<file path="src/design/mtsl_pkg.sv">
// ----------------------------------------------------------------------------
// mtsl_pkg
// Shared types and constants for the MFM track sector locator.
// ----------------------------------------------------------------------------
package mtsl_pkg;

  localparam int unsigned MaxTracksDef = 256;

  localparam logic [10:0] DataSizeRst = 11'd256;

  localparam logic [7:0] IdMark      = 8'hFE;
  localparam logic [7:0] DataMark    = 8'hFB;
  localparam logic [7:0] DelDataMark = 8'hF8;

  localparam logic [7:0] SizeCodeOk  = 8'd1;
  localparam logic [7:0] RecordMax   = 8'd16;

  localparam logic [17:0] LimitGap   = 18'd14;

  localparam logic [2:0] PhHunt    = 3'd0;
  localparam logic [2:0] PhIdMarks = 3'd1;
  localparam logic [2:0] PhHeader  = 3'd2;
  localparam logic [2:0] PhGap     = 3'd3;
  localparam logic [2:0] PhDMarks  = 3'd4;
  localparam logic [2:0] PhSkip    = 3'd5;

  localparam logic [2:0] HdrRecord = 3'd2;
  localparam logic [2:0] HdrSize   = 3'd3;
  localparam logic [2:0] HdrLast   = 3'd5;

  typedef struct packed {
    logic [7:0]  track_byte;
    logic        is_mark;
    logic [15:0] track_length;
    logic        end_of_track;
  } in_item_t;

  typedef struct packed {
    logic [7:0]  track_index;
    logic [4:0]  sector_number;
    logic [11:0] sector_slot;
    logic [15:0] data_position;
  } out_item_t;

endpackage

</file>
<file path="src/design/mtsl_scan.sv">
// ----------------------------------------------------------------------------
// mtsl_scan
// Per-byte address mark scanner state and result computation.
// ----------------------------------------------------------------------------
module mtsl_scan import mtsl_pkg::*; #(
  parameter int unsigned MaxTracks = MaxTracksDef
) (
  input  logic        clk_i,
  input  logic        rst_ni,
  input  logic        accept_i,
  input  in_item_t    item_i,
  input  logic [10:0] data_size_i,
  output logic        hit_o,
  output out_item_t   result_o
);

  localparam logic [7:0] TrackLast = 8'(MaxTracks - 1);

  logic [2:0]  phase_q, phase_d;
  logic [15:0] pos_q, pos_d;
  logic [7:0]  track_q, track_d;
  logic [2:0]  cnt_q, cnt_d;
  logic [7:0]  rec_q, rec_d;
  logic [7:0]  size_q, size_d;

  logic [17:0] pos_ext;
  logic [17:0] len_ext;
  logic        start_ok;
  logic        prev_ok;
  logic        rec_ok;
  logic [7:0]  rec_m1;

  assign pos_ext  = 18'(pos_q) + 18'(data_size_i) + LimitGap;
  assign len_ext  = 18'(item_i.track_length);
  assign start_ok = pos_ext < len_ext;
  assign prev_ok  = (pos_q != 16'd0) && ((pos_ext - 18'd1) < len_ext);
  assign rec_ok   = (size_q == SizeCodeOk) && (rec_q != 8'd0) && (rec_q <= RecordMax);
  assign rec_m1   = rec_q - 8'd1;

  always_comb begin
    phase_d = phase_q;
    pos_d   = pos_q;
    track_d = track_q;
    cnt_d   = cnt_q;
    rec_d   = rec_q;
    size_d  = size_q;
    hit_o   = 1'b0;

    result_o.track_index   = track_q;
    result_o.sector_number = rec_q[4:0];
    result_o.sector_slot   = {track_q, rec_m1[3:0]};
    result_o.data_position = pos_q + 16'd1;

    case (phase_q)
      PhHunt: begin
        if (item_i.is_mark && start_ok) begin
          phase_d = PhIdMarks;
        end
      end
      PhIdMarks: begin
        if (!item_i.is_mark) begin
          if (item_i.track_byte == IdMark) begin
            phase_d = PhHeader;
            cnt_d   = 3'd0;
          end else begin
            phase_d = PhHunt;
          end
        end
      end
      PhHeader: begin
        if (cnt_q == HdrRecord) begin
          rec_d = item_i.track_byte;
        end else if (cnt_q == HdrSize) begin
          size_d = item_i.track_byte;
        end
        if (cnt_q >= HdrLast) begin
          cnt_d   = 3'd0;
          phase_d = PhGap;
        end else begin
          cnt_d = cnt_q + 3'd1;
        end
      end
      PhGap: begin
        if (item_i.is_mark) begin
          phase_d = PhDMarks;
        end
      end
      PhDMarks: begin
        if (!item_i.is_mark) begin
          if (item_i.track_byte == DataMark || item_i.track_byte == DelDataMark) begin
            phase_d = PhSkip;
            hit_o   = rec_ok;
          end else if (prev_ok && item_i.track_byte == IdMark) begin
            phase_d = PhHeader;
            cnt_d   = 3'd0;
          end else begin
            phase_d = PhHunt;
          end
        end
      end
      PhSkip: begin
        phase_d = PhHunt;
      end
      default: begin
        phase_d = PhHunt;
      end
    endcase

    if (item_i.end_of_track) begin
      phase_d = PhHunt;
      cnt_d   = 3'd0;
      pos_d   = 16'd0;
      if (track_q < TrackLast) begin
        track_d = track_q + 8'd1;
      end
    end else if (pos_q != 16'hFFFF) begin
      pos_d = pos_q + 16'd1;
    end
  end

  always_ff @(posedge clk_i or negedge rst_ni) begin
    if (!rst_ni) begin
      phase_q <= PhHunt;
      pos_q   <= 16'd0;
      track_q <= 8'd0;
      cnt_q   <= 3'd0;
      rec_q   <= 8'd0;
      size_q  <= 8'd0;
    end else if (accept_i) begin
      phase_q <= phase_d;
      pos_q   <= pos_d;
      track_q <= track_d;
      cnt_q   <= cnt_d;
      rec_q   <= rec_d;
      size_q  <= size_d;
    end
  end

endmodule

</file>
<file path="src/design/mfm_track_sector_locator.sv">
// ----------------------------------------------------------------------------
// mfm_track_sector_locator
// Scans a stream of decoded MFM track bytes for ID and data address marks
// and reports the track, sector and data start of each valid sector found.
// ----------------------------------------------------------------------------
//
//   Channel  Direction  Handshake               Payload
//   in       input      in_valid_i / in_stall_o in_data_i   (in_item_t)
//   out      output     out_valid_o / out_stall_i out_data_o (out_item_t)
//   cfg      input      cfg_valid_i / cfg_ready_o cfg_data_i (data_size)
//
// A new track byte is accepted every cycle unless the input is stalled.
// A found sector appears on the output register in the cycle after its data
// mark is accepted. Reset clears the scan state and sets data_size to 256.
// The input is stalled only while a result is held and the output is stalled.
// ----------------------------------------------------------------------------
module mfm_track_sector_locator import mtsl_pkg::*; #(
  parameter int unsigned MaxTracks = MaxTracksDef
) (
  input  logic        clk_i,
  input  logic        rst_ni,
  input  logic        in_valid_i,
  output logic        in_stall_o,
  input  in_item_t    in_data_i,
  output logic        out_valid_o,
  input  logic        out_stall_i,
  output out_item_t   out_data_o,
  input  logic        cfg_valid_i,
  output logic        cfg_ready_o,
  input  logic [10:0] cfg_data_i
);

  logic [10:0] data_size_q;
  logic        out_valid_q, out_valid_d;
  out_item_t   out_data_q;
  logic        accept;
  logic        hit;
  out_item_t   result;

  assign cfg_ready_o = 1'b1;
  assign in_stall_o  = out_valid_q & out_stall_i;
  assign accept      = in_valid_i & ~in_stall_o;

  mtsl_scan #(
    .MaxTracks(MaxTracks)
  ) u_scan (
    .clk_i      (clk_i),
    .rst_ni     (rst_ni),
    .accept_i   (accept),
    .item_i     (in_data_i),
    .data_size_i(data_size_q),
    .hit_o      (hit),
    .result_o   (result)
  );

  always_ff @(posedge clk_i or negedge rst_ni) begin
    if (!rst_ni) begin
      data_size_q <= DataSizeRst;
    end else if (cfg_valid_i && cfg_ready_o) begin
      data_size_q <= cfg_data_i;
    end
  end

  always_comb begin
    out_valid_d = out_valid_q;
    if (accept && hit) begin
      out_valid_d = 1'b1;
    end else if (!out_stall_i) begin
      out_valid_d = 1'b0;
    end
  end

  always_ff @(posedge clk_i or negedge rst_ni) begin
    if (!rst_ni) begin
      out_valid_q <= 1'b0;
    end else begin
      out_valid_q <= out_valid_d;
    end
  end

  always_ff @(posedge clk_i) begin
    if (accept && hit) begin
      out_data_q <= result;
    end
  end

  assign out_valid_o = out_valid_q;
  assign out_data_o  = out_data_q;

  // A held result is never overwritten while the output is stalled.
  assert property (@(posedge clk_i) disable iff (!rst_ni)
    out_valid_o && out_stall_i |=> out_valid_o && $stable(out_data_o))
    else $error("held result lost or changed under stall");

  assert property (@(posedge clk_i) disable iff (!rst_ni)
    out_valid_o |-> out_data_o.sector_number >= 5'd1 && out_data_o.sector_number <= 5'd16)
    else $error("sector number out of range");

  assert property (@(posedge clk_i) disable iff (!rst_ni)
    out_valid_o |-> out_data_o.sector_slot[11:4] == out_data_o.track_index &&
      out_data_o.sector_slot[3:0] == 4'(out_data_o.sector_number - 5'd1))
    else $error("sector slot inconsistent with track and sector");

  assert property (@(posedge clk_i) disable iff (!rst_ni)
    in_stall_o |-> out_valid_o)
    else $error("input stalled with an empty output register");

endmodule

</file>
<file path="config.mk">
export PLATFORM = sky130hd
export DESIGN_NAME = mfm_track_sector_locator
export DESIGN_NICKNAME = d
export VERILOG_FILES = /design/src/design/mtsl_pkg.sv /design/src/design/mtsl_scan.sv /design/src/design/mfm_track_sector_locator.sv
export SDC_FILE = /design/constraint.sdc
export NUM_CORES = 1
export LEC_CHECK = 0
export BUFFER_PORTS_ARGS = -buffer_cell sky130_fd_sc_hd__buf_4
export CAP_MARGIN = 10
export CORE_ASPECT_RATIO = 0.7
export CORE_MARGIN = 1.5
export CORE_UTILIZATION = 30
export DETAILED_ROUTE_END_ITERATION = 7
export GPL_TIMING_DRIVEN = 0
export SLEW_MARGIN = 5
export SYNTH_ARGS = -nofsm -noshare
export SYNTH_HDL_FRONTEND = slang
export SYNTH_HIERARCHICAL = 1
export SYNTH_SLANG_ARGS = --single-unit
export TNS_END_PERCENT = 20
</file>
<file path="constraint.sdc">
create_clock -name clk_i -period 6.97 [get_ports clk_i]
set_input_delay 0.697 -clock clk_i [delete_from_list [all_inputs] [get_ports clk_i]]
set_output_delay 0.697 -clock clk_i [all_outputs]
set_load 0.03 [all_outputs]
</file>
==> impl_metrics.py, run 1 <==
metrics = {
    "die": {
        "io_pins": 86,
        "rows": 44,
        "die_x_um": 178,
        "die_height_um": 125,
        "die_area_sq_um": 22200,
        "initial_utilization_pct": 30.7,
        "coreArea_sq_um": 20800,
    },
    "cts": {
        "cts_made_buffers": 9,
        "cts_buffer_depth": 2,
        "cts-hold-fix-buffers": 0,
        "insertion_delay_ps": 350,
        "post_cts_buffers": 0,
        "h-tree-depth": 3,
        "cts_tree": "yes",
        "cts_resized": 0,
        "ctsRootBufferMaster": "clkbuf_16",
        "cts.sink_count": 99,
        "clk_pin_slew_ps": 70,
    },
    "sta": {
        "period_minus_slack_ps": 4960,
        "hold_viol": 0,
        "worstMarginPinSlew_ps": 906,
        "fin_setup_tns_ps": 0,
        "rsz0062_at_grt": "no",
        "clock_skew_ps": 11.4,
        "fin_crit_sh_pct": 71.2,
        "setup_viol": 0,
        "drv_slew": 0,
        "max_freq_ghz": 0.201,
        "slew-limit-headroom_pct": 39.5,
    },
    "yosys": {
        "ys_warn_count": 6,
        "synth_seq_cells": 99,
        "synth_largest_area_cell": "dfrtp_1",
        "synth-edff-count": 41,
        "yosys.area.top_type_share_pct": 22.3,
        "syn_area_sq_um": 6400,
        "syn_inst": 617,
        "netlist_top_cells_area": "dfrtp_1 (22%), edfxtp_1 (19%), ha_1 (12%)",
        "syn_nets": 721,
        "synth_top_flop_cell": "dfrtp_1",
        "synthArstFlopShare_pct": 58.6,
        "yosysSeqAreaShare_pct": 41.9,
        "synth_area_per_cell_sq_um": 10.4,
        "synth_cell_types": 75,
    },
    "run_status": {
        "status": "finished clean",
    },
    "placed_design": {
        "io_buffers": 84,
        "routabilityCongestion": 0.781,
        "dp_hpwl_mm": 10.7,
        "place_area_sq_um": 7410,
    },
    "worst_setup_path": {
        "r2r-start": "u_scan/pos_q[1]$_DFFE_PN0P_",
        "worst_setup_path_start_kind": "flop",
        "crit_path_max_fanout": 5,
        "worstPathArrival_ps": 5210,
        "worstPathRequired_ps": 7210,
        "path_class": "flop to flop",
        "endpoint_kind": "flop",
        "critPathLaunch": "u_scan/pos_q[1]$_DFFE_PN0P_",
    },
    "pwr": {
        "seq_power_share_pct": 45.0,
        "ir_drop_mv": 0.108,
        "p_int_mw": 1.05,
        "p_leak_nw": 3.58,
        "sw_frac_of_total_pct": 30.0,
        "p_per_area_nw_per_um2": 195,
        "p_comb_share_pct": 22.4,
        "clkPwrFrac_pct": 32.6,
        "switchingPower_uw": 451,
    },
    "layout": {
        "layout.nets": 817,
        "final_area_sq_um": 7700,
        "mostFrequentLayoutCells": "buf_4 (98), ha_1 (61), dfrtp_1 (57), inv_1 (49), nand2_1 (46)",
        "drive_above_1_share_pct": 23.4,
        "area_delta_synth_final_pct": 20.4,
        "layout_commonest_cell": "buf_4",
        "diodes": 0,
    },
    "detailed_routing": {
        "drt-total-wl_mm": 14.0,
        "wl_per_cell_um": 14.1,
        "drc": 0,
        "vias": 4803,
        "antenna_left": 0,
        "drt-initial-drc-count": 249,
        "avgViaCountPerCell": 4.83,
        "dr.pass1.iters": 5,
    },
    "grt": {
        "grt-ovfl-total": 0,
        "grt_max_degree": 59,
        "grt_first_pass_wirelength_mm": 23.3,
        "grt_pass1_vias": 4526,
        "antenna_found_initial": 0,
        "grt_use_total_pct": 13.2,
    },
    "min_path": {
        "min-delay-path-class": "input port to async pin",
    },
    "job": {
        "cap_violations": 0,
    },
}
metal layers:
| metal | global-route usage [%] | vias up | wire [um] |
|---|---|---|---|
| li1 | - | 2408 | - |
| met1 | 20.3 | 2281 | 7480 |
| met2 | 18.9 | 110 | 5780 |
| met3 | 2.65 | 4 | 651 |
| met4 | 2.57 | 0 | 48 |
| met5 | 0 | - | 0 |
synth_stat cells, types with 9 or more instances:
library cell and number:
ha_1 61, dfrtp_1 57, inv_1 49, nand2_1 46
edfxtp_1 41, o21ai_0 31, nor2_1 29, xor2_1 24
a21oi_1 21, nand3_1 21, xnor2_1 21, and3_1 16
mux2_2 16, buf_4 14, nor3_1 13, nand2b_1 12
clkbuf_1 11, mux2_4 10, a21o_1 9, nor2b_1 9
sequential cells by signal (all words and copies together) (netlist names), 3 cells and up:
name / flops
out_data_o: 41
u_scan/pos_q: 16
data_size_q: 11
u_scan/rec_q: 8
u_scan/size_q: 8
u_scan/track_q: 8
u_scan/cnt_q: 3
u_scan/phase_q: 3
power groups by stage:
| stage | combinational (mW) | clock [mW] | sequential, mW |
|---|---|---|---|
| after global routing | 0.385 | 0.535 | 0.684 |
| after CTS | 0.339 | 0.511 | 0.678 |
| after floorplan | 0.253 | 0 | 0.679 |
| final | 0.337 | 0.490 | 0.677 |
| after global placement | 0.332 | 0 | 0.690 |
| after detailed placement | 0.336 | 0 | 0.690 |
cell families after synthesis:
family,share of synthesized area [%]
XOR/XNOR,6.16
AND/OR/NAND/NOR,14.6
flip-flops,41.9
adder cells (fa/ha/maj),12.2
buffers and inverters,5.57
multiplexers,5.32
AO/OA/AOI/OAI,14.1
other,0.0586
per-stage QoR:
step	std cells	hold slack [ps]	util (%)	power [mW]	setup WS, ps
after floorplan	617	401	-	0.931	2660
after CTS	994	449	37.0	1.53	1970
after global routing	994	493	37.0	1.60	1600
after global placement	977	468	35.4	1.02	1680
after detailed placement	978	477	35.6	1.03	2020
final	994	413	37.0	1.50	2010
critical path, cell delays in order, from the launching register on:
cell and delay [ps]:
dfrtp_1 420, inv_1 100, ha_1 280, inv_1 40
ha_1 220, fa_1 430, a21oi_2 210, o22ai_1 160
a2111oi_2 770, nor3_4 110, or2b_1 260, nor3_1 80
xor2_1 160, ha_1 370, nand3_1 100, a211oi_1 230
o21a_1 190, nor3_1 60, a41o_2 270, o311a_1 190
a22o_1 200
area by class of cell:
cell class              instances  area (sq um)
well taps                     276           345
flip-flops and latches         99          2680
repair buffers                 85           658
clock inverters                 7          68.8
fillers                      2131         13100
multi-input cells             440          3370
clock buffers                   9           225
plain buffers                  29           173
inverters                      49           184
final timing paths:
kind	end	slack (ps)	depth (start not counted)
min	out_valid_o$_DFFE_PN0P_	410	1
min reg2reg	u_scan/size_q[1]$_DFFE_PN0P_	500	2
max	u_scan/phase_q[1]$_DFFE_PN0P_	2010	20
max in group asynchronous	u_scan/pos_q[6]$_DFFE_PN0P_	6040	1
min in group clk_i	u_scan/size_q[1]$_DFFE_PN0P_	500	2
max reg2reg	u_scan/phase_q[1]$_DFFE_PN0P_	2010	20
(Power assumes the default switching activity.)
==> inputs of run 2 (changes only) <==
clock period = 4.9 ns   (was 6.97 ns; I/O delays follow)
==> run 2 against run 1 <==
Effect of this change:
- global-route usage grew 0.065 points
- clock skew is essentially flat
- non-clock buffer count grew 2
- critical path type unchanged
- utilization grew 0.51 points
- maximum frequency grew 6.9%
- clock power grew 42%
- hold slack lost 210 ps
- critical endpoint unchanged
- die area is the same
- cell count grew 0.20%
- setup slack lost 1700 ps
==> impl_metrics.py, run 2 (synthesis results as in run 1) <==
metrics = {
    "die": {
        "die_area_sq_um": 22200,
        "die_x_um": 178,
        "initial_utilization_pct": 30.7,
        "die_height_um": 125,
        "rows": 44,
        "coreArea_sq_um": 20800,
        "io_pins": 86,
    },
    "sta": {
        "drv_slew": 0,
        "hold_viol": 0,
        "worstMarginPinSlew_ps": 924,
        "holdWs_ps": 208,
        "setup_viol": 0,
        "slew-limit-headroom_pct": 38.3,
        "fin_crit_sh_pct": 94.7,
        "rsz0062_at_grt": "no",
        "period_minus_slack_ps": 4640,
        "fin_setup_tns_ps": 0,
        "max_freq_ghz": 0.215,
        "clock_skew_ps": 11.6,
    },
    "grt": {
        "antenna_found_initial": 0,
        "grt-ovfl-total": 0,
        "grt_max_degree": 59,
        "grt_pass1_vias": 4544,
        "grt_first_pass_wirelength_mm": 23.4,
        "grt_use_total_pct": 13.2,
    },
    "layout": {
        "layout.nets": 819,
        "largestRegisters": "out_data_o: 41 flops, u_scan/pos_q: 16 flops, data_size_q: 11 flops",
        "register_area_sq_um": 2690,
        "multi_input_area_sq_um": 3450,
        "finalNonFillerCells": 996,
        "fin_util_pct": 37.5,
        "diodes": 0,
        "mostFrequentLayoutCells": "buf_4 (100), ha_1 (61), dfrtp_1 (56), inv_1 (49), nand2_1 (46)",
        "largest_reg_flops": 41,
        "largest_register": "out_data_o",
        "fill_cells": 2120,
        "drive_above_1_share_pct": 25.0,
        "area_delta_synth_final_pct": 22.0,
        "layout_commonest_cell": "buf_4",
    },
    "job": {
        "cap_violations": 0,
    },
    "detailed_routing": {
        "wl_per_cell_um": 14.1,
        "avgViaCountPerCell": 4.80,
        "vias": 4785,
        "drt-initial-drc-count": 265,
        "antenna_left": 0,
        "dr.pass1.iters": 5,
        "drt-total-wl_mm": 14.1,
        "drc": 0,
    },
    "cts": {
        "cts_buffer_depth": 2,
        "cts_made_buffers": 9,
        "cts_tree": "yes",
        "cts-hold-fix-buffers": 0,
        "ctsRootBufferMaster": "clkbuf_16",
        "insertion_delay_ps": 350,
        "cts.sink_count": 99,
        "clk_pin_slew_ps": 80,
        "h-tree-depth": 3,
    },
    "worst_setup_path": {
        "crit_path_max_fanout": 5,
        "critPathLaunch": "u_scan/pos_q[1]$_DFFE_PN0P_",
        "endpoint_kind": "flop",
        "cp_num_cells": 21,
        "rr_endpoint": "u_scan/phase_q[1]$_DFFE_PN0P_",
        "worst_path_max_delay_cell": "fa_2",
        "cp_num_buf_inv": 2,
        "worstPathArrival_ps": 4880,
        "worstPathRequired_ps": 5140,
        "cp_slowest_stage_delay_ps": 390,
        "critPathTopFamily": "compound AO/OA/AOI/OAI gates",
        "r2r-start": "u_scan/pos_q[1]$_DFFE_PN0P_",
        "worst_setup_path_start_kind": "flop",
        "crit_chain": "inv_1, ha_1, inv_1, ha_1, fa_2, a21oi_4, o22ai_2, nor4_4, a2111oi_4, nor3_4, or2b_4, nor3_2, xor2_1, ha_1, nand3_1, a211oi_1, o21a_1, nor3_1, a41o_2, o311a_4, a22o_1",
        "crit_path_frequent_cell": "ha_1",
        "r2r_cells": 21,
        "cp-endpoint": "u_scan/phase_q[1]$_DFFE_PN0P_",
        "rrSetupSlack_ps": 260,
        "path_class": "flop to flop",
    },
    "placed_design": {
        "dp.cells": 978,
        "io_buffers": 84,
        "routabilityCongestion": 0.781,
        "dp_hpwl_mm": 10.7,
    },
    "pwr": {
        "p_leak_nw": 3.61,
        "p_per_area_nw_per_um2": 276,
        "finalPower_mw": 2.16,
        "ir_drop_mv": 0.152,
    },
    "min_path": {
        "min-delay-path-class": "input port to async pin",
    },
    "run_status": {
        "status": "finished clean",
    },
}
==> run 2: worst min path at each step <==
stage	start	endpoint	slack (ps)	cells past startpoint
finish	rst_ni	out_valid_o$_DFFE_PN0P_	210	1
global placement	u_scan/size_q[1]$_DFFE_PN0P_	u_scan/size_q[1]$_DFFE_PN0P_	470	2
global route	rst_ni	out_valid_o$_DFFE_PN0P_	290	1
CTS	rst_ni	out_valid_o$_DFFE_PN0P_	240	1
floorplan	rst_ni	data_size_q[0]$_DFFE_PN0P_	190	0
detailed placement	u_scan/size_q[1]$_DFFE_PN0P_	u_scan/size_q[1]$_DFFE_PN0P_	480	2
==> run 2: worst reg2reg max path, cell delays in order (launching register included) <==
cell       delay [ps]
dfrtp_1           360
inv_1              80
ha_1              270
inv_1              40
ha_1              220
fa_2              390
a21oi_4           200
o22ai_2           160
nor4_4            300
a2111oi_4         100
nor3_4            250
or2b_4            330
nor3_2            180
xor2_1             90
ha_1              370
nand3_1           100
a211oi_1          230
o21a_1            200
nor3_1             60
a41o_2            280
o311a_4           150
a22o_1            180
==> run 2: metal layers <==
| metal | wire length, um | global-route usage (%) | share of wire, % | vias to the layer above |
|---|---|---|---|---|
| met5 | 0 | 0 | 0 | - |
| met4 | 51 | 2.57 | 0.36 | 0 |
| met3 | 620 | 2.65 | 4.4 | 4 |
| met2 | 5870 | 19.0 | 42 | 98 |
| met1 | 7550 | 20.3 | 54 | 2272 |
| li1 | - | - | - | 2411 |
==> run 2: report_power, final <==
| group | leakage, nW | switching, mW | total [mW] | internal, mW |
|---|---|---|---|---|
| sequential | 1.14 | 0.0498 | 0.963 | 0.913 |
| clock | 0.143 | 0.339 | 0.697 | 0.358 |
| combinational | 2.33 | 0.260 | 0.497 | 0.237 |
| total | 3.61 | 0.649 | 2.16 | 1.51 |
==> run 2: cell type report <==
class | count | area share (%)
inverter | 49 | 2.36
buffer | 29 | 2.21
tap | 276 | 4.42
clock buffer | 9 | 2.88
sequential | 99 | 34.4
timing repair buffer | 87 | 8.62
clock inverter | 7 | 0.881
multi-input combinational | 440 | 44.2
==> run 2: metrics by stage <==
stage	setup slack [ps]	area, sq um
after global routing	0.603	7810
final	259	7810
after floorplan	587	6400
after CTS	54.1	7750
after global placement	-186	7370
after detailed placement	-48.9	7410
==> run 2: timing repair <==
action,CTS,global route
endpoints found under the setup margin,4,4
pin swaps,2,2
buffers inserted,2,0
gates resized for setup,4,10
